===== config.mk =====
export PLATFORM = sky130hd
export DESIGN_NAME = utf8_terminal_line_editor
export DESIGN_NICKNAME = d
export VERILOG_FILES = /design/src/hdl/utle_pkg.sv /design/src/hdl/utle_ram.sv /design/src/hdl/utf8_terminal_line_editor.sv
export VERILOG_INCLUDE_DIRS = /design/src /design/src/hdl
export SDC_FILE = /design/constraint.sdc
export NUM_CORES = 2
export LEC_CHECK = 0
export ABC_AREA = 1
export BUFFER_PORTS_ARGS = -buffer_cell sky130_fd_sc_hd__buf_2
export CAP_MARGIN = 10
export CORE_MARGIN = 2
export CORE_UTILIZATION = 50
export CTS_BUF_LIST = sky130_fd_sc_hd__clkbuf_2 sky130_fd_sc_hd__clkbuf_4 sky130_fd_sc_hd__clkbuf_8
export DETAILED_ROUTE_END_ITERATION = 6
export PLACE_DENSITY = 0.68
export SLEW_MARGIN = 20
export SYNTH_ARGS = -nofsm -noshare
export SYNTH_HDL_FRONTEND = slang
export SYNTH_SLANG_ARGS = --single-unit

===== constraint.sdc =====
create_clock -name i_clk -period 4 [get_ports i_clk]
set_input_delay 0.8 -clock i_clk [delete_from_list [all_inputs] [get_ports i_clk]]
set_output_delay 0.8 -clock i_clk [all_outputs]
set_load 0.005 [all_outputs]

===== src/hdl/utf8_terminal_line_editor_macros.svh =====
// Assertion helpers shared by the line editor RTL.
`ifndef UTF8_TERMINAL_LINE_EDITOR_MACROS_SVH
`define UTF8_TERMINAL_LINE_EDITOR_MACROS_SVH

// Same-cycle implication, disabled during reset.
`define UTLE_ASSERT(label, clk, rst_n, ante, cons, msg) \
    label: assert property (@(posedge clk) disable iff (!rst_n) (ante) |-> (cons)) \
        else $error(msg);

// Next-cycle implication, disabled during reset.
`define UTLE_ASSERT_NEXT(label, clk, rst_n, ante, cons, msg) \
    label: assert property (@(posedge clk) disable iff (!rst_n) (ante) |=> (cons)) \
        else $error(msg);

`endif


===== src/hdl/utle_pkg.sv =====
package utle_pkg;

    typedef enum logic [1:0] {
        OP_FEED  = 2'd0,
        OP_READ  = 2'd1,
        OP_CLEAR = 2'd2
    } t_opcode;

    typedef enum logic [1:0] {
        EV_MORE = 2'd0,
        EV_EDIT = 2'd1,
        EV_ECHO = 2'd2,
        EV_DONE = 2'd3
    } t_event;

    typedef enum logic [1:0] {
        ESC_NONE  = 2'd0,
        ESC_START = 2'd1,
        ESC_SEQ   = 2'd2
    } t_esc;

    typedef enum logic [3:0] {
        ST_IDLE   = 4'b0001,
        ST_RDWAIT = 4'b0010,
        ST_ERASE  = 4'b0100,
        ST_PEND   = 4'b1000
    } t_state;

    localparam logic [7:0] CH_CTRL_C    = 8'h03;
    localparam logic [7:0] CH_BS        = 8'h08;
    localparam logic [7:0] CH_LF        = 8'h0A;
    localparam logic [7:0] CH_CR        = 8'h0D;
    localparam logic [7:0] CH_CTRL_U    = 8'h15;
    localparam logic [7:0] CH_ESC       = 8'h1B;
    localparam logic [7:0] CH_SPACE     = 8'h20;
    localparam logic [7:0] CH_FINAL_LO  = 8'h40;
    localparam logic [7:0] CH_SS3       = 8'h4F;
    localparam logic [7:0] CH_CSI       = 8'h5B;
    localparam logic [7:0] CH_FINAL_HI  = 8'h7E;
    localparam logic [7:0] CH_DEL       = 8'h7F;
    localparam logic [7:0] UTF8_TOP_MSK = 8'hC0;
    localparam logic [7:0] UTF8_CONT    = 8'h80;

    localparam logic [8:0] CAP_RESET    = 9'd256;

endpackage


===== src/hdl/utle_ram.sv =====
module utle_ram #(
    parameter int WIDTH = 8,
    parameter int DEPTH = 256
) (
    input  logic                                 i_clk,
    input  logic                                 i_we,
    input  logic [((DEPTH > 1) ? $clog2(DEPTH) : 1)-1:0] i_waddr,
    input  logic [WIDTH-1:0]                     i_wdata,
    input  logic [((DEPTH > 1) ? $clog2(DEPTH) : 1)-1:0] i_raddr,
    output logic [WIDTH-1:0]                     o_rdata
);

    logic [WIDTH-1:0] r_mem [DEPTH];
    logic [WIDTH-1:0] r_rdata;

    always_ff @(posedge i_clk) begin
        if (i_we) begin
            r_mem[i_waddr] <= i_wdata;
        end
        r_rdata <= r_mem[i_raddr];
    end

    assign o_rdata = r_rdata;

endmodule


===== src/hdl/utf8_terminal_line_editor.sv =====
// Terminal line editor: bytes go in one item at a time, the line is held in a
// one-port-write / one-port-read RAM of BUF_DEPTH bytes. An ordinary feed, a clear
// or an unknown opcode passes the accept stage, then the result stage (ST_PEND); a read
// goes through ST_RDWAIT for the RAM read latency before ST_PEND; a backspace that removes k
// bytes (trailing UTF-8 continuation bytes plus the lead byte) walks back through ST_ERASE,
// one RAM read per byte walked back, then ST_PEND. A new item is accepted while the last
// result still waits at the output register. The RAM needs no clearing pass.
module utf8_terminal_line_editor #(
    parameter int BUF_DEPTH = 256
) (
    input  logic       i_clk,
    input  logic       i_rst_n,
    input  logic       i_cfg_valid,
    output logic       o_cfg_ready,
    input  logic [8:0] i_cfg_data,
    input  logic       i_in_valid,
    output logic       o_in_ready,
    input  logic [1:0] i_opcode,
    input  logic [7:0] i_byte_in,
    input  logic [7:0] i_read_index,
    output logic       o_out_valid,
    input  logic       i_out_ready,
    output logic [1:0] o_event_res,
    output logic [7:0] o_line_length,
    output logic       o_overflowed,
    output logic [7:0] o_read_byte
);

`include "utf8_terminal_line_editor_macros.svh"

    localparam int AW        = (BUF_DEPTH > 1) ? $clog2(BUF_DEPTH) : 1;
    localparam int CAP_LIMIT = (BUF_DEPTH < 256) ? BUF_DEPTH : 256;
    localparam logic [8:0] CAP_MAX = 9'(CAP_LIMIT);

    utle_pkg::t_state r_state, n_state;
    utle_pkg::t_esc   r_esc, n_esc;
    logic [7:0] r_len, n_len;
    logic       r_ovf, n_ovf;
    logic       r_fin, n_fin;
    logic       r_cr, n_cr;
    logic [8:0] r_cap;
    logic       r_rd_hit, n_rd_hit;
    logic [1:0] r_pend_event, n_pend_event;
    logic [7:0] r_pend_byte, n_pend_byte;
    logic       r_o_valid, n_o_valid;
    logic [1:0] r_o_event, n_o_event;
    logic [7:0] r_o_len, n_o_len;
    logic       r_o_ovf, n_o_ovf;
    logic [7:0] r_o_byte, n_o_byte;

    logic          in_accept;
    logic [8:0]    eff_cap;
    logic [7:0]    base_len;
    logic          base_ovf;
    logic          ram_we;
    logic [AW-1:0] ram_waddr;
    logic [AW-1:0] ram_raddr;
    logic [7:0]    ram_rdata;

    assign o_cfg_ready = 1'b1;
    assign o_in_ready  = (r_state == utle_pkg::ST_IDLE);
    assign in_accept   = i_in_valid && (r_state == utle_pkg::ST_IDLE);
    assign eff_cap     = (r_cap > CAP_MAX) ? CAP_MAX : r_cap;
    // a finished line is dropped by the next fed byte
    assign base_len    = r_fin ? 8'd0 : r_len;
    assign base_ovf    = r_fin ? 1'b0 : r_ovf;
    assign ram_waddr   = AW'(base_len);

    // Writes happen only on feed accept; the next RAM read that is used is issued at a later
    // accept, after ST_PEND, so there is no read/write overlap on one entry.
    utle_ram #(
        .WIDTH(8),
        .DEPTH(BUF_DEPTH)
    ) u_line_ram (
        .i_clk  (i_clk),
        .i_we   (ram_we),
        .i_waddr(ram_waddr),
        .i_wdata(i_byte_in),
        .i_raddr(ram_raddr),
        .o_rdata(ram_rdata)
    );

    always_comb begin
        n_state      = r_state;
        n_esc        = r_esc;
        n_len        = r_len;
        n_ovf        = r_ovf;
        n_fin        = r_fin;
        n_cr         = r_cr;
        n_rd_hit     = r_rd_hit;
        n_pend_event = r_pend_event;
        n_pend_byte  = r_pend_byte;
        ram_we       = 1'b0;
        ram_raddr    = AW'(base_len - 8'd1);

        unique case (r_state)
            utle_pkg::ST_IDLE: begin
                if (in_accept) begin
                    n_state      = utle_pkg::ST_PEND;
                    n_pend_event = utle_pkg::EV_MORE;
                    n_pend_byte  = 8'd0;
                    unique case (i_opcode)
                        utle_pkg::OP_FEED: begin
                            n_fin = 1'b0;
                            n_len = base_len;
                            n_ovf = base_ovf;
                            if (r_esc == utle_pkg::ESC_START) begin
                                n_esc = (i_byte_in == utle_pkg::CH_CSI ||
                                         i_byte_in == utle_pkg::CH_SS3) ?
                                        utle_pkg::ESC_SEQ : utle_pkg::ESC_NONE;
                            end else if (r_esc != utle_pkg::ESC_NONE) begin
                                if (i_byte_in >= utle_pkg::CH_FINAL_LO &&
                                    i_byte_in <= utle_pkg::CH_FINAL_HI) begin
                                    n_esc = utle_pkg::ESC_NONE;
                                end
                            end else if (i_byte_in == utle_pkg::CH_ESC) begin
                                n_esc = utle_pkg::ESC_START;
                                n_cr  = 1'b0;
                            end else if (i_byte_in == utle_pkg::CH_CR) begin
                                n_cr         = 1'b1;
                                n_fin        = 1'b1;
                                n_pend_event = utle_pkg::EV_DONE;
                            end else if (i_byte_in == utle_pkg::CH_LF) begin
                                if (r_cr) begin
                                    n_cr = 1'b0;
                                end else begin
                                    n_fin        = 1'b1;
                                    n_pend_event = utle_pkg::EV_DONE;
                                end
                            end else begin
                                n_cr = 1'b0;
                                if (i_byte_in == utle_pkg::CH_BS ||
                                    i_byte_in == utle_pkg::CH_DEL) begin
                                    if (base_len != 8'd0) begin
                                        // read of the last byte is issued now
                                        n_pend_event = utle_pkg::EV_EDIT;
                                        n_state      = utle_pkg::ST_ERASE;
                                    end
                                end else if (i_byte_in == utle_pkg::CH_CTRL_C ||
                                             i_byte_in == utle_pkg::CH_CTRL_U) begin
                                    if (base_len != 8'd0 || base_ovf) begin
                                        n_len        = 8'd0;
                                        n_ovf        = 1'b0;
                                        n_pend_event = utle_pkg::EV_EDIT;
                                    end
                                end else if (i_byte_in < utle_pkg::CH_SPACE) begin
                                    n_pend_event = utle_pkg::EV_MORE;
                                end else if ({1'b0, base_len} + 9'd1 >= eff_cap) begin
                                    n_ovf = 1'b1;
                                end else begin
                                    ram_we       = 1'b1;
                                    n_len        = base_len + 8'd1;
                                    n_pend_event = utle_pkg::EV_ECHO;
                                end
                            end
                        end
                        utle_pkg::OP_READ: begin
                            ram_raddr = AW'(i_read_index);
                            n_rd_hit  = (i_read_index < r_len);
                            n_state   = utle_pkg::ST_RDWAIT;
                        end
                        utle_pkg::OP_CLEAR: begin
                            n_len = 8'd0;
                            n_ovf = 1'b0;
                            n_fin = 1'b0;
                            n_esc = utle_pkg::ESC_NONE;
                            n_cr  = 1'b0;
                        end
                        default: begin
                            n_pend_event = utle_pkg::EV_MORE;
                        end
                    endcase
                end
            end
            utle_pkg::ST_RDWAIT: begin
                n_pend_byte = r_rd_hit ? ram_rdata : 8'd0;
                n_state     = utle_pkg::ST_PEND;
            end
            utle_pkg::ST_ERASE: begin
                // ram_rdata is the byte at r_len-1; prefetch r_len-2 meanwhile
                ram_raddr = AW'(r_len - 8'd2);
                n_len     = r_len - 8'd1;
                if ((ram_rdata & utle_pkg::UTF8_TOP_MSK) == utle_pkg::UTF8_CONT) begin
                    if (r_len == 8'd1) begin
                        n_state = utle_pkg::ST_PEND;
                    end
                end else begin
                    n_state = utle_pkg::ST_PEND;
                end
            end
            utle_pkg::ST_PEND: begin
                if (!r_o_valid || i_out_ready) begin
                    n_state = utle_pkg::ST_IDLE;
                end
            end
            default: begin
                n_state = utle_pkg::ST_IDLE;
            end
        endcase
    end

    always_comb begin
        n_o_valid = r_o_valid && !i_out_ready;
        n_o_event = r_o_event;
        n_o_len   = r_o_len;
        n_o_ovf   = r_o_ovf;
        n_o_byte  = r_o_byte;
        if (r_state == utle_pkg::ST_PEND && (!r_o_valid || i_out_ready)) begin
            n_o_valid = 1'b1;
            n_o_event = r_pend_event;
            n_o_len   = r_len;
            n_o_ovf   = r_ovf;
            n_o_byte  = r_pend_byte;
        end
    end

    always_ff @(posedge i_clk) begin
        if (!i_rst_n) begin
            r_state   <= utle_pkg::ST_IDLE;
            r_esc     <= utle_pkg::ESC_NONE;
            r_len     <= 8'd0;
            r_ovf     <= 1'b0;
            r_fin     <= 1'b0;
            r_cr      <= 1'b0;
            r_cap     <= utle_pkg::CAP_RESET;
            r_o_valid <= 1'b0;
        end else begin
            r_state   <= n_state;
            r_esc     <= n_esc;
            r_len     <= n_len;
            r_ovf     <= n_ovf;
            r_fin     <= n_fin;
            r_cr      <= n_cr;
            r_o_valid <= n_o_valid;
            if (i_cfg_valid) begin
                r_cap <= i_cfg_data;
            end
        end
    end

    always_ff @(posedge i_clk) begin
        r_rd_hit     <= n_rd_hit;
        r_pend_event <= n_pend_event;
        r_pend_byte  <= n_pend_byte;
        r_o_event    <= n_o_event;
        r_o_len      <= n_o_len;
        r_o_ovf      <= n_o_ovf;
        r_o_byte     <= n_o_byte;
    end

    assign o_out_valid   = r_o_valid;
    assign o_event_res   = r_o_event;
    assign o_line_length = r_o_len;
    assign o_overflowed  = r_o_ovf;
    assign o_read_byte   = r_o_byte;

    `UTLE_ASSERT(a_len_in_buffer, i_clk, i_rst_n, 1'b1, {1'b0, r_len} < CAP_MAX,
        "line length reached buffer limit")
    `UTLE_ASSERT(a_erase_nonempty, i_clk, i_rst_n, r_state == utle_pkg::ST_ERASE,
        r_len != 8'd0, "erase walk on empty line")
    `UTLE_ASSERT_NEXT(a_accept_leaves_idle, i_clk, i_rst_n, in_accept,
        r_state != utle_pkg::ST_IDLE, "accepted item did not start work")
    `UTLE_ASSERT(a_write_only_on_feed, i_clk, i_rst_n, ram_we,
        in_accept && i_opcode == utle_pkg::OP_FEED, "buffer write outside a feed")

endmodule

==> results summary <==
Sequential elements use 67.4% of the synthesized area. Counting the buffers created by CTS gives 341. The yosys synthesis warning count came out at 0.

Summing internal, switching and leakage power gives 57.5 mW. The synthesized cell area is 0.0936 mm2. The die covers 0.191 mm2. The top flip-flop cell by instance count after synthesis is edfxtp_1. The count of nets left with antenna violations once routing finished came out at 0. Setup slack on the worst reg-to-reg path comes out at 0.21 ns. The internal power of the cells totals 38.5 mW. The category of the worst setup path capture point is a flip-flop.

The final weighted congestion in routability-driven placement is 0.948. The number of inserted filler cells in the final layout came out at 15336. The part of the total power dissipated in the clock network came out at 31.9%. The final worst setup slack is 0.213 ns.

The data arrival time of the worst path is 4.53 ns. The highest clock frequency the design can meet came out at 264 MHz. Of the total power, the share spent switching nets is 33.0%. The net count after synthesis came out at 8644. Global routing used 27.6% of the available tracks. The flow ran to the end, and the final reports show no timing, DRC or antenna violations. The post-route standard cell area excluding fillers came out at 0.107 mm2. The number of failing setup endpoints in the final timing report came out at 0. The worst-path maximum fanout is 16.

Grouping stages by cell kind, the critical path spends the most delay in simple AND/OR/NAND/NOR gates. The minimum clock period after layout came out at 3.79 ns. Traced cell by cell, the critical path runs through nor2_4, ha_1, buf_4, nand2_2, xor2_1, ha_1, o21ai_1, nand2_1, nand2_1, nand2_1, nand2_1, nand3_1, nor2_2, nand3_1, buf_4, buf_4, nor2_4, nand2_2, buf_12, nor2_1, buf_4. The worst hold slack across all endpoints came out at 0.127 ns. The clock sink total is 2113.

The leakage power summed over all cells is 41.5 nW. After legalization and detailed placement, the total HPWL measured 160000 um. The final wirelength came out at 267000 um. The leading cell type in the layout, fill and taps excluded is edfxtp_1. After the first detailed-routing iteration, the DRC count stood at 9044. The number of vias per cell came out at 5.70. The final critical-path share of the clock period is 94.7%. The share of the synthesized area in the top cell type came out at 66.6%. The floorplan row count is 158.

The placeable core area is 0.186 mm2. The worst supply voltage drop on vdd is 0.472 mV. The number of buffers and inverters on the critical path came out at 5.

In this run the tightest slew margin relative to its limit is 14.3%. In this run the clock root is driven by a clkbuf_8. The clock tree buffer depth is 4.

The first-pass detailed-route iteration total came out at 6. The number of pins exceeding their max-slew limit in the final report came to 0. The leftover overflow at the end of global routing is 0. The power density relative to cell area is 540 mW/mm2.

The final non-filler cell total is 11721. The biggest area contributor in the post-synthesis netlist is edfxtp_1. The slowest stage of the critical path belongs to the cell dfxtp_1. In this design, the stage delay of the slowest critical-path cell is 0.45 ns. The setup slack after placement came out at -0.0167 ns. After detailed placement, the design holds a cell count of 11116.

The via total after detailed routing is 66821. The fraction of registers with async set or reset after synthesis is 0%. The total I/O pin count came out at 54.

Sorting the synthesized cells by area gives the leading types as edfxtp_1 67%, nand3_1 9.7%, nand2_1 7.3%. The via count of the first global-routing pass is 64449. The max capacitance violation total is 0. The mean instance size in the synthesized netlist came out at 10.9 um2. Cells with a size suffix above 1 make up 13.0% of the layout. The final worst clock skew is 0.0460 ns.

The H-tree was split into 5 levels. The number of enable-type register cells in the synthesized netlist came out at 2078. After synthesis the netlist holds a flip-flop and latch count of 2113. By startpoint and endpoint, the worst setup path is classified as reg2reg. The routed wire length per instance is 22.8 um. The placed instances occupy a cell area of 0.0998 mm2. The number of remaining DRC errors came out at 0. The number of antenna violations at the first check in global routing is 9. TritonCTS built the clock tree. The count of unique library cells instantiated by Yosys is 46. The top cell types in the final layout, fill and taps aside, are 2078 x edfxtp_1, 1807 x nand3_1, 1801 x nand2_1. The required arrival time at the worst endpoint came out at 4.74 ns.

The largest net degree at the start of global routing is 138. The number of standard cells after synthesis came out at 8587. The height of the die came out at 437 um.

The total number of nets in the final design came out at 9050. Input and output buffers added on the ports amount to 52. The type of element launching the critical path is a flip-flop. The slew at the pin closest to its max-slew limit came out at 1.29 ns. After clock tree synthesis, the setup repair step added 0 buffers. Once the floorplan was initialized, standard cells occupied 50.4% of the core. The count of endpoints failing hold in the final timing report came out at 0. The min-delay analysis places its worst path in the category in2reg. Sequential cells account for 42.7% of the total power. The area added between synthesis and finish is 13.8%.

The worst-skew pair later-pin latency is 1.06 ns. The power dissipated by switching net loads came out at 19.0 mW. The combinational fraction of design power came out at 25.5%.

The global-route wire length before repair is 396000 um. The clock-pin slew reported for the worst setup and hold paths after clock tree synthesis is 0.06 ns. Setup repair after global routing left no endpoint under its margin. The die is 437 um wide.
layout make-up:
cell class	instances	area (um2)	area share, %
Sequential cell	2113	63100	59.2
Multi-Input combinational cell	4851	24000	22.5
Timing Repair Buffer	618	5830	5.47
Clock buffer	428	5380	5.05
Inverter	1068	4040	3.79
Tap cell	2480	3100	2.91
Clock inverter	159	1150	1.08
Antenna cell	4	10.0	0.00939
tightest hold or removal path, delay by kind of cell:
| family | cells | cell delay (ns) |
|---|---|---|
| AND/OR/NAND/NOR | 1 | 0.11 |
| buffers and inverters | 2 | 0.13 |
| AO/OA/AOI/OAI | 1 | 0.08 |
worst paths after layout:
path / from / end / depth (start not counted)
worst max-delay path: r_fin / u_line_ram.r_mem[119][5] / 21
worst min-delay path: i_out_ready / o_out_valid / 4
worst max register to register: r_fin / u_line_ram.r_mem[119][5] / 21
worst min register to register: r_pend_byte[6] / o_read_byte[6] / 0
state kept, by name (all words and copies together) (netlist names):
signal,count
r_pend_event,2
o_out_valid,1
o_overflowed,1
u_line_ram.o_rdata,8
r_cap,9
r_ovf,1
o_line_length,8
r_cr,1
o_event_res,2
r_esc,2
u_line_ram.r_mem,2048
o_read_byte,8
r_len,8
r_fin,1
r_rd_hit,1
r_state,4
r_pend_byte,8
power by group through the flow:
stage          logic (mW)  registers, mW  clock network (mW)
3_5_place_dp         14.3           25.0                   0
4_1_cts              14.4           24.5                18.5
6_report             14.7           24.6                18.3
2_1_floorplan        8.90           24.9                   0
5_1_grt              15.7           24.5                19.4
3_3_place_gp         14.2           25.0                   0
stage by stage:
step	utilization (%)	TNS (ns)
after floorplan	-	-7.72
after global placement	53.7	-2.37
after detailed placement	53.7	-0.251
after CTS	57.3	0
after global routing	57.4	0
final	57.4	0
cells by family (layout without fill, tap and decap cells):
| family | after synthesis | count (layout) | share of synthesized area, % |
|---|---|---|---|
| compound gates | 224 | 224 | 1.56 |
| xor+xnor | 10 | 10 | 0.0935 |
| fa+ha+maj | 25 | 25 | 0.334 |
| buf+inv | 1623 | 2273 | 7.27 |
| flops | 2113 | 2113 | 67.4 |
| other cells | 1 | 5 | 0.00400 |
| simple gates | 4591 | 4591 | 23.4 |
layer usage:
metal  up-vias  share of wire, %  track usage [%]
met1     32255                40             37.2
met2      3733                46             43.3
met4         6               4.5             12.3
li1      30199                 -                -
met3       628                10             5.50
met5         -             0.019                0
timing repair:
item                                    4_1_cts  5_1_grt
hold endpoints to repair                     31        0
gates resized for setup                       1       18
endpoints found under the setup margin      171     1992
hold buffers                                 14        0
cloned                                        0        0
pin swaps                                     0        3
Yosys cell counts (2+ instances only):
cell and instances:
nand3_2 2, clkbuf_1 38, inv_2 7, o21ai_1 7, inv_1 1056, nor2_4 2
nand2_2 9, edfxtp_1 2078, a21oi_1 47, or2_2 2, clkinv_1 4, buf_4 29
o21ai_0 37, o31ai_1 3, nor4_1 8, nand4_1 4, nor2_2 7, o21a_1 2
a31oi_1 3, nand3_1 1808, nor3_1 16, xor2_1 10, nand3b_1 576, nor2_8 2
buf_1 14, buf_2 470, dfxtp_1 35, nand4_2 2, clkbuf_4 3, nand2_1 1819
o211ai_1 117, nor2_1 330, ha_1 25, o2111ai_1 2, nand3_4 2
Power figures use the tool's default switching activity.
